`src/design/gaf_pkg.sv`:
```
// shared constants and types for the genotype allele frequency core
`default_nettype none

package gaf_pkg;

    localparam int FRAC_BITS = 16;
    localparam int COUNT_W   = 17;
    localparam int FREQ_W    = FRAC_BITS + 1;
    localparam int NUM_W     = COUNT_W + 2;
    localparam int DEN_W     = COUNT_W + 1;
    localparam int PROD_W    = 2 * FREQ_W;
    localparam int TERM_W    = PROD_W - (FRAC_BITS - 1);
    localparam int ACC_W     = 64;
    localparam int SUM_W     = 32;
    localparam int GENO_W    = 3;
    localparam int STEP_W    = $clog2(FRAC_BITS + 1);
    localparam int IN_DATA_W  = 8;
    localparam int OUT_DATA_W = 72;

    localparam logic [COUNT_W-1:0] COUNT_MAX = '1;
    localparam logic [FREQ_W-1:0]  FREQ_ONE  = FREQ_W'(1) << FRAC_BITS;
    localparam logic [STEP_W-1:0]  STEP_LAST = STEP_W'(FRAC_BITS);

    // genotype codes
    localparam logic [GENO_W-1:0] GENO_HOM_REF = 3'd0;
    localparam logic [GENO_W-1:0] GENO_HET     = 3'd1;
    localparam logic [GENO_W-1:0] GENO_HOM_ALT = 3'd2;
    localparam logic [GENO_W-1:0] GENO_MISSING = 3'd3;

    typedef enum logic [2:0] {
        ST_IDLE,
        ST_DIV,
        ST_MUL,
        ST_ACC,
        ST_DONE
    } gaf_state_t;

endpackage

`default_nettype wire

```
`src/design/genotype_allele_frequency_core.sv`:
```
// top level: per-column allele frequencies and running sum of 2pq
// a column-end beat passes through two 17-step divisions on one shared
//   subtract/compare unit, one multiply, one accumulate and one output load
// input: samples that do not end a column are taken one per cycle while no
//   column is in progress; a column-end beat holds the input side until its
//   result is loaded into the output register
// reset: rst_n asynchronous, active low; clears counts, accumulator and valid
`default_nettype none

module genotype_allele_frequency_core
    import gaf_pkg::*;
(
    input  wire logic                  clk,
    input  wire logic                  rst_n,
    input  wire logic                  s_axis_tvalid,
    output logic                       s_axis_tready,
    input  wire logic [IN_DATA_W-1:0]  s_axis_tdata,   // genotype[2:0], zeros
    input  wire logic                  s_axis_tlast,   // column_end
    input  wire logic                  s_axis_tuser,   // matrix_end
    output logic                       m_axis_tvalid,
    input  wire logic                  m_axis_tready,
    output logic [OUT_DATA_W-1:0]      m_axis_tdata,   // ref_freq, alt_freq, two_pq_sum, zeros
    output logic                       m_axis_tlast    // final_column
);

    // control state
    gaf_state_t          state_reg, state_next;
    logic [STEP_W-1:0]   step_reg, step_next;
    logic                sel_reg, sel_next;
    logic                out_valid_reg, out_valid_next;

    // per-column counters
    logic [COUNT_W-1:0]  hom_ref_reg, het_reg, hom_alt_reg, obs_reg;
    logic [COUNT_W-1:0]  hom_ref_next, het_next, hom_alt_next, obs_next;
    logic [ACC_W-1:0]    acc_reg, acc_next;

    // column snapshot and divider state
    logic [NUM_W-1:0]    num0_reg, num2_reg;
    logic [DEN_W-1:0]    den_reg;
    logic                zero_reg;
    logic                final_reg;
    logic [DEN_W-1:0]    rem_reg;
    logic [FREQ_W-1:0]   quo_reg;
    logic [FREQ_W-1:0]   p0_reg, p2_reg;
    logic [PROD_W-1:0]   prod_reg;

    // output register
    logic [FREQ_W-1:0]   ref_freq_reg, alt_freq_reg;
    logic [SUM_W-1:0]    sum_reg;
    logic                last_reg;

    // decoded strobes
    logic                accept;
    logic                col_accept;
    logic                div_run;
    logic                load_out;

    logic [GENO_W-1:0]   genotype;
    logic [NUM_W-1:0]    num0_new, num2_new;

    // shared divide unit
    logic [NUM_W-1:0]    div_a;
    logic [NUM_W:0]      div_diff;
    logic                div_bit;
    logic [DEN_W-1:0]    div_rem;
    logic [FREQ_W-1:0]   div_quo;
    logic [FREQ_W-1:0]   div_freq;

    logic [TERM_W-1:0]   term;
    logic [ACC_W:0]      acc_sum;
    logic [SUM_W-1:0]    sum_clamped;

    assign genotype   = s_axis_tdata[GENO_W-1:0];
    assign accept     = s_axis_tvalid && s_axis_tready;
    assign col_accept = accept && s_axis_tlast;

    // ------------------------------------------------------------------
    // counters: saturating, cleared once a column is snapshot
    // ------------------------------------------------------------------
    always_comb
    begin
        hom_ref_next = hom_ref_reg;
        het_next     = het_reg;
        hom_alt_next = hom_alt_reg;
        obs_next     = obs_reg;
        if (genotype != GENO_MISSING)
        begin
            if (obs_reg != COUNT_MAX)
                obs_next = obs_reg + 1'b1;
            if (genotype == GENO_HOM_REF && hom_ref_reg != COUNT_MAX)
                hom_ref_next = hom_ref_reg + 1'b1;
            if (genotype == GENO_HET && het_reg != COUNT_MAX)
                het_next = het_reg + 1'b1;
            if (genotype == GENO_HOM_ALT && hom_alt_reg != COUNT_MAX)
                hom_alt_next = hom_alt_reg + 1'b1;
        end
    end

    // numerators 2*c0+c1 and 2*c2+c1 of the closing column
    assign num0_new = {1'b0, hom_ref_next, 1'b0} + {2'b00, het_next};
    assign num2_new = {1'b0, hom_alt_next, 1'b0} + {2'b00, het_next};

    always_ff @(posedge clk or negedge rst_n)
    begin
        if (!rst_n)
        begin
            hom_ref_reg <= '0;
            het_reg     <= '0;
            hom_alt_reg <= '0;
            obs_reg     <= '0;
        end
        else if (accept)
        begin
            if (s_axis_tlast)
            begin
                hom_ref_reg <= '0;
                het_reg     <= '0;
                hom_alt_reg <= '0;
                obs_reg     <= '0;
            end
            else
            begin
                hom_ref_reg <= hom_ref_next;
                het_reg     <= het_next;
                hom_alt_reg <= hom_alt_next;
                obs_reg     <= obs_next;
            end
        end
    end

    // ------------------------------------------------------------------
    // shared restoring divide step: one quotient bit per cycle
    // the numerator never reaches twice the divisor, so the first step
    // yields the integer bit and the rest the fraction bits
    // ------------------------------------------------------------------
    assign div_a    = (step_reg == '0) ? (sel_reg ? num2_reg : num0_reg)
                                       : {rem_reg, 1'b0};
    assign div_diff = {1'b0, div_a} - {2'b00, den_reg};
    assign div_bit  = !div_diff[NUM_W];
    assign div_rem  = div_bit ? div_diff[DEN_W-1:0] : div_a[DEN_W-1:0];
    assign div_quo  = {quo_reg[FREQ_W-2:0], div_bit};

    always_comb
    begin
        if (zero_reg)
            div_freq = '0;
        else if (div_quo > FREQ_ONE)
            div_freq = FREQ_ONE;
        else
            div_freq = div_quo;
    end

    // term = floor(2*p0*p2 / 2^FRAC_BITS)
    assign term    = prod_reg[PROD_W-1:FRAC_BITS-1];
    assign acc_sum = {1'b0, acc_reg} + {{(ACC_W+1-TERM_W){1'b0}}, term};

    always_comb
    begin
        if (acc_reg[ACC_W-1:SUM_W] != '0)
            sum_clamped = '1;
        else
            sum_clamped = acc_reg[SUM_W-1:0];
    end

    // ------------------------------------------------------------------
    // sequencer: next state
    // ------------------------------------------------------------------
    always_comb
    begin
        state_next = state_reg;
        step_next  = step_reg;
        sel_next   = sel_reg;
        unique case (state_reg)
            ST_IDLE:
            begin
                if (col_accept)
                begin
                    state_next = ST_DIV;
                    step_next  = '0;
                    sel_next   = 1'b0;
                end
            end
            ST_DIV:
            begin
                if (step_reg == STEP_LAST)
                begin
                    step_next = '0;
                    if (sel_reg)
                        state_next = ST_MUL;
                    else
                        sel_next = 1'b1;
                end
                else
                    step_next = step_reg + 1'b1;
            end
            ST_MUL:
                state_next = ST_ACC;
            ST_ACC:
                state_next = ST_DONE;
            ST_DONE:
            begin
                if (!out_valid_reg || m_axis_tready)
                    state_next = ST_IDLE;
            end
            default:
                state_next = ST_IDLE;
        endcase
    end

    // sequencer: outputs
    always_comb
    begin
        s_axis_tready = 1'b0;
        div_run       = 1'b0;
        load_out      = 1'b0;
        unique case (state_reg)
            ST_IDLE: s_axis_tready = 1'b1;
            ST_DIV:  div_run = 1'b1;
            ST_MUL:  ;
            ST_ACC:  ;
            ST_DONE: load_out = !out_valid_reg || m_axis_tready;
            default: ;
        endcase
    end

    always_comb
    begin
        out_valid_next = out_valid_reg;
        if (load_out)
            out_valid_next = 1'b1;
        else if (m_axis_tready)
            out_valid_next = 1'b0;
    end

    always_comb
    begin
        acc_next = acc_reg;
        if (state_reg == ST_ACC)
            acc_next = acc_sum[ACC_W] ? '1 : acc_sum[ACC_W-1:0];
        else if (load_out && final_reg)
            acc_next = '0;
    end

    always_ff @(posedge clk or negedge rst_n)
    begin
        if (!rst_n)
        begin
            state_reg     <= ST_IDLE;
            step_reg      <= '0;
            sel_reg       <= 1'b0;
            out_valid_reg <= 1'b0;
            acc_reg       <= '0;
        end
        else
        begin
            state_reg     <= state_next;
            step_reg      <= step_next;
            sel_reg       <= sel_next;
            out_valid_reg <= out_valid_next;
            acc_reg       <= acc_next;
        end
    end

    // ------------------------------------------------------------------
    // datapath registers
    // ------------------------------------------------------------------
    always_ff @(posedge clk)
    begin
        if (col_accept)
        begin
            num0_reg  <= num0_new;
            num2_reg  <= num2_new;
            den_reg   <= {obs_next, 1'b0};
            zero_reg  <= (obs_next == '0);
            final_reg <= s_axis_tuser;
        end
        if (div_run)
        begin
            rem_reg <= div_rem;
            quo_reg <= div_quo;
            if (step_reg == STEP_LAST)
            begin
                if (sel_reg)
                    p2_reg <= div_freq;
                else
                    p0_reg <= div_freq;
            end
        end
        if (state_reg == ST_MUL)
            prod_reg <= p0_reg * p2_reg;
        if (load_out)
        begin
            ref_freq_reg <= p0_reg;
            alt_freq_reg <= p2_reg;
            sum_reg      <= sum_clamped;
            last_reg     <= final_reg;
        end
    end

    assign m_axis_tvalid = out_valid_reg;
    assign m_axis_tdata  = {{(OUT_DATA_W-2*FREQ_W-SUM_W){1'b0}},
                            sum_reg, alt_freq_reg, ref_freq_reg};
    assign m_axis_tlast  = last_reg;

    // ------------------------------------------------------------------
    // assertions
    // ------------------------------------------------------------------
    a_rem_below_den: assert property (@(posedge clk) disable iff (!rst_n)
        (state_reg == ST_DIV && step_reg != '0 && !zero_reg) |-> (rem_reg < den_reg))
        else $error("divider remainder not below divisor");

    a_freq_range: assert property (@(posedge clk) disable iff (!rst_n)
        m_axis_tvalid |-> (ref_freq_reg <= FREQ_ONE && alt_freq_reg <= FREQ_ONE))
        else $error("frequency above one");

    a_acc_cleared: assert property (@(posedge clk) disable iff (!rst_n)
        (load_out && final_reg) |=> (acc_reg == '0))
        else $error("accumulator not cleared after final column");

    a_busy_not_ready: assert property (@(posedge clk) disable iff (!rst_n)
        (state_reg == ST_DIV || state_reg == ST_MUL) |-> !s_axis_tready)
        else $error("input taken while a column is in progress");

endmodule

`default_nettype wire

```
`config.mk`:
```
export PLATFORM = sky130hd
export DESIGN_NAME = genotype_allele_frequency_core
export DESIGN_NICKNAME = d
export VERILOG_FILES = /design/src/design/gaf_pkg.sv /design/src/design/genotype_allele_frequency_core.sv
export SDC_FILE = /design/constraint.sdc
export NUM_CORES = 1
export LEC_CHECK = 0
export BUFFER_PORTS_ARGS = -buffer_cell sky130_fd_sc_hd__buf_2
export CORE_ASPECT_RATIO = 1.75
export CORE_MARGIN = 5
export CORE_UTILIZATION = 45
export DETAILED_ROUTE_END_ITERATION = 8
export SYNTH_ARGS = -nofsm -noshare
export SYNTH_HDL_FRONTEND = slang
export SYNTH_SLANG_ARGS = --single-unit
```
`constraint.sdc`:
```
create_clock -name clk -period 11.4 [get_ports clk]
set_clock_uncertainty 0.2 [all_clocks]
set_input_delay 2.28 -clock clk [delete_from_list [all_inputs] [get_ports clk]]
set_output_delay 2.28 -clock clk [all_outputs]
set_load 0.005 [all_outputs]
```
==> results of run 1 <==
==> layout make-up <==
class / instances / area share [%]
multi-input combinational: 1969 / 54.3
sequential: 352 / 33.1
inverter: 305 / 3.84
tap: 793 / 3.33
clock buffer: 45 / 3.13
timing repair buffer: 97 / 1.82
clock inverter: 16 / 0.554
==> through the flow <==
stage | power, uW | hold WS (ns)
finish | 5010 | 0.242
global route | 5390 | 0.240
CTS | 5070 | 0.243
detailed placement | 3880 | 0.225
global placement | 3820 | 0.231
floorplan | 3370 | 0.217
==> layout by cell type, fill, tap and decap left out, types with 17 or more instances in the layout <==
| master | synthesis | routed |
|---|---|---|
| a31oi_1 | 29 | 29 |
| nand2_1 | 311 | 310 |
| or3_1 | 36 | 36 |
| mux2_2 | 20 | 20 |
| nor3_1 | 52 | 52 |
| edfxtp_1 | 210 | 210 |
| buf_2 | 8 | 76 |
| o21ai_0 | 106 | 106 |
| inv_1 | 305 | 304 |
| fa_1 | 226 | 226 |
| nor2_1 | 145 | 143 |
| mux2i_1 | 24 | 24 |
| buf_4 | 9 | 20 |
| a311oi_1 | 17 | 17 |
| and3_1 | 32 | 31 |
| clkbuf_16 | 0 | 35 |
| o21a_1 | 28 | 28 |
| ha_1 | 183 | 183 |
| nand3_1 | 61 | 61 |
| nand4_1 | 37 | 37 |
| xor2_1 | 50 | 50 |
| a21o_1 | 22 | 22 |
| and2_1 | 146 | 146 |
| a21oi_1 | 111 | 111 |
| dfrtp_1 | 142 | 142 |
| a22o_1 | 40 | 40 |
| xnor2_1 | 73 | 73 |
==> layer usage <==
| layer | part of all wire [%] | GRT usage [%] | up-vias |
|---|---|---|---|
| met1 | 35 | 23.3 | 10200 |
| met2 | 55 | 40.9 | 486 |
| met3 | 3.6 | 2.30 | 199 |
| met5 | 0 | 0 | - |
| li1 | - | - | 9452 |
| met4 | 6.2 | 11.8 | 0 |
==> power by group through the flow <==
stage	Clock (uW)	Sequential [uW]	Combinational, uW
4_1_cts	1200	1750	2130
5_1_grt	1240	1770	2380
6_report	1160	1740	2100
3_5_place_dp	0	1770	2110
2_1_floorplan	0	1710	1660
3_3_place_gp	0	1760	2060
==> cells by family after synthesis <==
kind of cell,after synthesis,share of synthesized area [%]
muxes,44,1.68
buffers and inverters,426,5.97
xor gates and xnor gates,123,3.90
DFF,352,35.7
other,1,0.0136
AOI/OAI and AO/OA,478,11.6
adders and majority gates,409,24.7
and+or+nand+nor,909,16.5
==> worst reg2reg max path: cells and delay by family (launching register included) <==
kind	cells	cell delay, ns
buffers and inverters	4	0.20
AOI/OAI and AO/OA	7	2.14
and+or+nand+nor	1	0.35
adders and majority gates	7	3.15
DFF	1	0.76
xor gates and xnor gates	1	0.09
==> worst paths after layout <==
check	to	cells past startpoint	slack (ns)
setup / recovery	prod_reg[18]	20	4.26
hold / removal	quo_reg[1]	0	0.24
setup reg to reg	prod_reg[18]	20	4.26
hold reg to reg	quo_reg[1]	0	0.24
max in group asynchronous	acc_reg[10]	2	7.95
min in group asynchronous	hom_alt_reg[16]	1	1.56
==> impl_metrics.yaml, run 1 <==
yosys:
  synth_area_sq_um: 27600
  synth_top_cell_by_area: "edfxtp_1"
  synth_area_leaders: "edfxtp_1 (23%), fa_1 (16%), dfrtp_1 (13%)"
  syn_inst: 2742
  synth_most_common_cell: "nand2_1"
  yosysTopAreaCellShare_pct: 22.8
  yosys_warnings: 0
  synth.top_cells.by_count: "nand2_1 (311), inv_1 (305), fa_1 (226)"
  yosysSeqAreaShare_pct: 35.7
  synth_ff_type: "edfxtp_1"
  synth_async_sr_flop_share_pct: 40.3
  ys_seq_elements: 352
  synth_cell_types: 89
  syn_avg_cell_area_sq_um: 10.1
  synth_edf_count: 210
sta:
  rsz0062_at_grt: "no"
  finalSetupViolations: 0
  period_share_pct: 62.6
  fin_setup_tns_ns: 0
  min_period_ns: 7.14
  worst_slew_pin_slew_ns: 1.26
  slew_headroom_pct: 15.5
  fmax_mhz: 140
  finalHoldViolCount: 0
  setup_ws_ns: 4.26
  finalMaxSlewViolations: 0
grt:
  gr-usage-all-layers_pct: 21.6
  grt_pass1_vias: 21400
  grt_max_degree: 77
  grt_pass1_wl_um: 115000
  antenna_found_initial: 1
  overflow: 0
clock_network:
  clk_path_buf_depth: 3
  cts_hold_buf: 0
  post_cts_resized: 0
  htree_num_levels: 2
  cts_made_buffers: 35
  tritoncts: "done"
  worstSkewPairLatency_ns: 0.55
  clock_sinks: 352
  cts_setup_buffers: 0
  clkTransAtPathRegs_ns: 0.07
  clockRootBuffer: "clkbuf_16"
worst_setup_path:
  worstPathArrival_ns: 7.23
  cp_cell_sequence: "and2_1 -> fa_1 -> inv_1 -> fa_1 -> inv_1 -> ha_1 -> fa_1 -> inv_1 -> fa_1 -> fa_1 -> inv_1 -> ha_1 -> a211oi_1 -> o21ai_0 -> a221oi_1 -> o21bai_1 -> a21oi_1 -> o21bai_1 -> a21oi_1 -> xnor2_1"
  endpoint_kind: "flip-flop"
  cp_num_buf_inv: 4
  crit_path_start: "p0_reg[2]"
  rr_startpoint: "p0_reg[2]"
  critPathLaunchType: "flip-flop"
  cpMaxStageDelayCell: "a221oi_1"
  cp_max_fo: 18
  crit_path_max_incr_delay_ns: 0.81
  cp_top_family: "adder cells"
  path_class: "reg -> reg"
  worstPathRequired_ns: 11.49
  crit_top_cell: "fa_1"
floorplanning:
  start_util_pct: 45.2
  die_x_um: 197
  core_area_sq_um: 61100
  std_cell_rows: 120
  die_h_um: 338
  die-area_sq_um: 66700
  io_pins: 89
placement:
  dp_hpwl_um: 52300
  place_inst: 3516
  portBuffers: 77
  place_congestion: 0.915
  dp_slack_ns: 4.26
  dpl_cell_area_sq_um: 28700
cells_and_area:
  layout-drive-gt1-share_pct: 7.47
  final_area_sq_um: 29800
  ff_latch_area_sq_um: 9860
  multi_input_area_sq_um: 16200
  fillCellCount: 5616
  syn2layout_area_growth_pct: 7.86
  fin_nets: 3183
  largest_reg_flops: 64
  final_cells: 3577
  diodes: 0
  fin_util_pct: 48.8
pwr:
  leakage_uw: 0.0129
  p_sw_uw: 1840
  p_per_area_nw_per_um2: 168
  swShare_pct: 36.7
  clock_power_share_pct: 23.2
  internal-power_uw: 3170
  pwr-share-comb_pct: 42.0
  ir_drop_mv: 0.114
  seq_power_share_pct: 34.9
routing:
  drcViolationCount: 0
  first_pass_iters: 5
  wire_per_inst_um: 20.0
  first_iter_violations: 1076
  vias: 20400
  vias_per_cell: 5.69
  ant_nets: 0
  wl_um: 71400
worst_hold_path:
  min_from: "quo_reg[0]"
  hold_path_class: "reg -> reg"
flow_run:
  max-cap-violations: 0
run_status:
  outcome: "finished, final reports clean"
(Power assumes the default switching activity.)
==> run 2, diff against run 1 <==
Clock period 11.4 ns to 5.73 ns, I/O delays scaled along.
==> run 2 against run 1 <==
Against the previous run: the run now ends with negative setup slack left; register-to-register slack got worse by 4.8 ns; setup slack got worse by 4.8 ns; utilization increased by 3.5 points; total power increased by 120%; count of clock-buffer cells in the layout decreased by 2; sequential power increased by 99%; hold slack got worse by 0.0017 ns; non-clock buffer count increased by 192; critical path type unchanged; largest power group unchanged.
==> impl_metrics.yaml, run 2 (same netlist as run 1, synthesis figures left out) <==
sta:
  finalMaxSlewViolations: 0
  fmax_mhz: 160
  slew_headroom_pct: 26.3
  worst_slew_pin_slew_ns: 1.10
  finalHoldViolCount: 0
  finalSetupViolations: 16
  period_share_pct: 109
  worst_hold_slack_ns: 0.240
  rsz0062_at_grt: "yes"
  setup_ws_ns: -0.507
  min_period_ns: 6.24
floorplanning:
  core_area_sq_um: 61100
  die-area_sq_um: 66700
  start_util_pct: 45.2
  die_x_um: 197
  io_pins: 89
  std_cell_rows: 120
  die_h_um: 338
clock_network:
  cts_made_buffers: 36
  htree_num_levels: 2
  clkTransAtPathRegs_ns: 0.07
  tritoncts: "done"
  clk_path_buf_depth: 3
  clockRootBuffer: "clkbuf_16"
  worstSkewPairLatency_ns: 0.57
  cts_hold_buf: 0
  clock_sinks: 352
placement:
  dp_slack_ns: -0.801
  portBuffers: 77
  place_congestion: 0.897
  place_inst: 3677
  dp_hpwl_um: 56900
worst_setup_path:
  r2r_slack_ns: -0.51
  endpoint_kind: "flip-flop"
  critPathLaunchType: "flip-flop"
  rr_startpoint: "p2_reg[7]"
  cp_max_fo: 4
  r2r_end: "prod_reg[26]"
  worstPathArrival_ns: 6.36
  reg2reg_depth: 20
  worstPathRequired_ns: 5.86
  path_class: "reg -> reg"
worst_hold_path:
  hold_path_class: "reg -> reg"
  hold_depth: 0
  holdPathEnd: "quo_reg[1]"
  min_from: "quo_reg[0]"
grt:
  overflow: 0
  grt_pass1_wl_um: 116000
  gr-usage-all-layers_pct: 21.8
  grt_pass1_vias: 22000
  grt_max_degree: 143
  antenna_found_initial: 0
pwr:
  leakage_uw: 0.0139
  ir_drop_mv: 0.288
  p_per_area_nw_per_um2: 346
  p_total_uw: 11000
cells_and_area:
  syn2layout_area_growth_pct: 15.6
  fin_nets: 3376
  final_cells: 3774
  layout-drive-gt1-share_pct: 16.3
  final_cell_mix: "nand2_1 (304), inv_1 (290), fa_1 (210), edfxtp_1 (210), buf_4 (181)"
  diodes: 0
  largest_reg_flops: 64
  layout_commonest_cell: "nand2_1"
routing:
  ant_nets: 0
  wl_um: 73200
  vias: 21100
  first_iter_violations: 1210
  drcViolationCount: 0
  first_pass_iters: 6
  vias_per_cell: 5.60
  wire_per_inst_um: 19.4
run_status:
  violations: "negative setup slack"
  outcome: "finished, violations left"
flow_run:
  max-cap-violations: 0
-- run 2: stage by stage --
stage,TNS (ns),instance area (sq um),utilization (%)
2_1_floorplan,-1.02,28000,-
3_3_place_gp,-8.54,30200,49.4
3_5_place_dp,-9.52,30200,49.4
4_1_cts,-6.01,31800,52.0
5_1_grt,-9.22,32000,52.3
6_report,-5.87,32000,52.3
-- run 2: routing by layer --
layer	vias up	routed length [um]	global-route usage, %
met5	-	0	0
met4	0	4220	11.4
li1	9840	-	-
met1	10500	25000	22.6
met3	219	2470	2.09
met2	573	41500	42.9
-- run 2: layout make-up --
class / instances / area, sq um
clock buffers: 43 / 937
clock inverters: 23 / 241
fillers: 5447 / 29200
inverters: 305 / 1140
multi-input cells: 1969 / 16600
flip-flops and latches: 352 / 9860
well taps: 793 / 992
repair buffers: 289 / 2210
-- run 2: worst max path at each step --
stage | startpoint | to | slack [ns] | depth (start not counted)
final | p2_reg[7] | prod_reg[26] | -0.51 | 20
after floorplan | p2_reg[7] | prod_reg[27] | -0.23 | 21
after global routing | p2_reg[7] | prod_reg[26] | -0.67 | 22
after CTS | p2_reg[7] | prod_reg[26] | -0.51 | 20
after detailed placement | p2_reg[7] | prod_reg[27] | -0.80 | 19
after global placement | p2_reg[7] | prod_reg[27] | -0.71 | 19
-- run 2: repair_timing --
| action | CTS | global route |
|---|---|---|
| pin swaps | 57 | 43 |
| buffers inserted | 19 | 13 |
| setup endpoints to repair | 18 | 19 |
| resized for setup | 57 | 25 |
-- run 2: critical path, cell delays in order, from the launching register on --
cell	delay (ns)
edfxtp_1	0.42
buf_6	0.15
and2_4	0.15
fa_1	0.54
inv_2	0.04
fa_1	0.46
fa_1	0.53
inv_2	0.04
fa_1	0.50
fa_1	0.53
fa_1	0.56
ha_4	0.22
and4_1	0.21
and3_1	0.15
a32oi_2	0.31
o211ai_1	0.19
a31o_2	0.30
buf_6	0.12
a21o_1	0.18
a21oi_2	0.14
xnor2_1	0.07
-- run 2: power by group --
group / switching (uW) / internal (uW) / total [uW]
logic: 2700 / 2480 / 5180
registers: 252 / 3220 / 3470
clock network: 1060 / 1330 / 2390
==> run 3, diff against run 2 <==
Settings changed: CORE_ASPECT_RATIO 1.75 to 1.2.
==> run 3 against run 2 <==
Against the previous run: the run still ends with negative setup slack left; largest power group unchanged; critical path depth fell by 1; non-clock buffer count fell by 6; critical endpoint is now prod_reg[27]; fmax grew 0.80%; die area shrank 0.26%; sequential power about the same; hold slack improved by 0.0043 ns; cell area grew 1.1%; total power up 5.9%; cell count is 0.48% higher.
==> impl_metrics.yaml, run 3 (same netlist as run 1, synthesis figures left out) <==
run_status:
  outcome: "finished, violations left"
  violations: "negative setup slack"
cells_and_area:
  syn2layout_area_growth_pct: 16.9
  layout-drive-gt1-share_pct: 16.5
  largest_reg_flops: 64
  final_cell_mix: "nand2_1 (303), inv_1 (290), fa_1 (216)"
  diodes: 0
  fin_nets: 3375
  layout_commonest_cell: "nand2_1"
  fillCellCount: 5411
placement:
  dp_hpwl_um: 53000
  portBuffers: 77
  dp_slack_ns: -0.715
  place_congestion: 0.897
sta:
  fmax_mhz: 162
  min_period_ns: 6.19
  finalSetupViolations: 18
  rsz0062_at_grt: "yes"
  finalMaxSlewViolations: 0
  period_share_pct: 108
  worst_slew_pin_slew_ns: 1.22
  worst_hold_slack_ns: 0.244
  slew_headroom_pct: 18.4
  setup_ws_ns: -0.457
  finalHoldViolCount: 0
grt:
  grt_max_degree: 64
  gr-usage-all-layers_pct: 20.8
  busiest_layer: "met2"
  grt_pass1_vias: 21500
  antenna_found_initial: 0
  grt_pass1_wl_um: 113000
  overflow: 0
  grt_util_met1_pct: 25.1
  grt_use_met3_pct: 2.46
  met2_usage_pct: 39.1
routing:
  vias: 20900
  first_iter_violations: 1231
  first_pass_iters: 9
  ant_nets: 0
  vias_per_cell: 5.51
  wl_um: 70400
  drcViolationCount: 0
  wire_per_inst_um: 18.6
clock_network:
  tritoncts: "done"
  worstSkewPairLatency_ns: 0.56
  clock_sinks: 352
  htree_num_levels: 2
  clockRootBuffer: "clkbuf_16"
  clkTransAtPathRegs_ns: 0.07
  clk_path_buf_depth: 3
  cts_made_buffers: 41
  cts_hold_buf: 0
worst_setup_path:
  crit_top_cell: "fa_1"
  worstPathRequired_ns: 5.85
  path_class: "reg -> reg"
  cp_max_fo: 4
  crit_path_max_incr_delay_ns: 0.60
  cpMaxStageDelayCell: "fa_2"
  critPathLaunchType: "flip-flop"
  worstPathArrival_ns: 6.30
  cp_cell_sequence: "buf_6 -> and2_1 -> fa_1 -> inv_2 -> fa_1 -> fa_2 -> inv_2 -> fa_1 -> fa_1 -> fa_1 -> ha_4 -> a21oi_4 -> o221ai_4 -> a32oi_4 -> o211ai_1 -> a31o_2 -> and2_4 -> o41ai_4 -> xnor2_1"
  endpoint_kind: "flip-flop"
pwr:
  internal-power_uw: 7550
  pwr-share-comb_pct: 45.9
  leakage_uw: 0.0141
  seq_power_share_pct: 29.6
  p_total_uw: 11700
  p_per_area_nw_per_um2: 362
  ir_drop_mv: 0.347
  p_sw_uw: 4140
  swShare_pct: 35.4
  clock_power_share_pct: 24.5
floorplanning:
  io_pins: 89
  die_x_um: 236
  start_util_pct: 45.4
  die-area_sq_um: 66500
  std_cell_rows: 99
  core_area_sq_um: 60800
  die_h_um: 281
flow_run:
  max-cap-violations: 0
worst_hold_path:
  hold_path_class: "reg -> reg"
## run 3: final cells by class
class | count | area (sq um) | area share, %
multi-input cells | 1969 | 16700 | 51.6
flip-flops and latches | 352 | 9860 | 30.5
repair buffers | 283 | 2170 | 6.73
inverters | 305 | 1140 | 3.54
clock buffers | 46 | 1040 | 3.23
well taps | 808 | 1010 | 3.13
clock inverters | 29 | 415 | 1.29
## run 3: final timing paths
check,start,to,slack [ns],depth (start not counted)
max,p0_reg[11],prod_reg[27],-0.46,19
min,quo_reg[8],quo_reg[9],0.24,0
max reg2reg,p0_reg[11],prod_reg[27],-0.46,19
min reg2reg,quo_reg[8],quo_reg[9],0.24,0
max in group asynchronous,rst_n,het_reg[16],3.87,2
min in group asynchronous,rst_n,obs_reg[4],0.38,1
## run 3: through the flow
step | instances | utilization, % | setup TNS [ns] | instance area, sq um
4_1_cts | 3774 | 52.6 | -5.71 | 32000
3_3_place_gp | 3677 | 49.4 | -8.82 | 30100
5_1_grt | 3792 | 53.1 | -8.48 | 32300
2_1_floorplan | 2747 | - | -1.02 | 28000
3_5_place_dp | 3677 | 49.4 | -9.38 | 30100
6_report | 3792 | 53.1 | -5.02 | 32300
## run 3: what timing repair did
| item | in CTS | in global routing |
|---|---|---|
| resized for setup | 62 | 49 |
| pin swaps | 51 | 59 |
| gates cloned | 1 | 1 |
| setup buffers | 26 | 20 |
| setup endpoints to repair | 19 | 19 |
| endpoints found under the hold margin | 0 | 0 |
## run 3: metal layers
layer	wire (um)	part of all wire, %
met5	0	0
met2	37600	53
met3	2560	3.6
met4	1830	2.6
met1	28400	40
## run 3: power groups by stage
stage / logic [uW] / clock network (uW) / registers (uW)
global route: 5980 / 3040 / 3490
detailed placement: 4790 / 0 / 3500
CTS: 5150 / 2940 / 3450
floorplan: 3470 / 0 / 3410
finish: 5370 / 2870 / 3460
global placement: 4670 / 0 / 3490
## run 3: critical path, delay by kind of cell, from the launching register on
kind | cells | cell delay (ns)
AND/OR/NAND/NOR | 2 | 0.31
buffers and inverters | 3 | 0.24
XOR/XNOR | 1 | 0.10
AO/OA/AOI/OAI | 6 | 1.28
adder cells (fa/ha/maj) | 7 | 3.43
flip-flops | 1 | 0.41
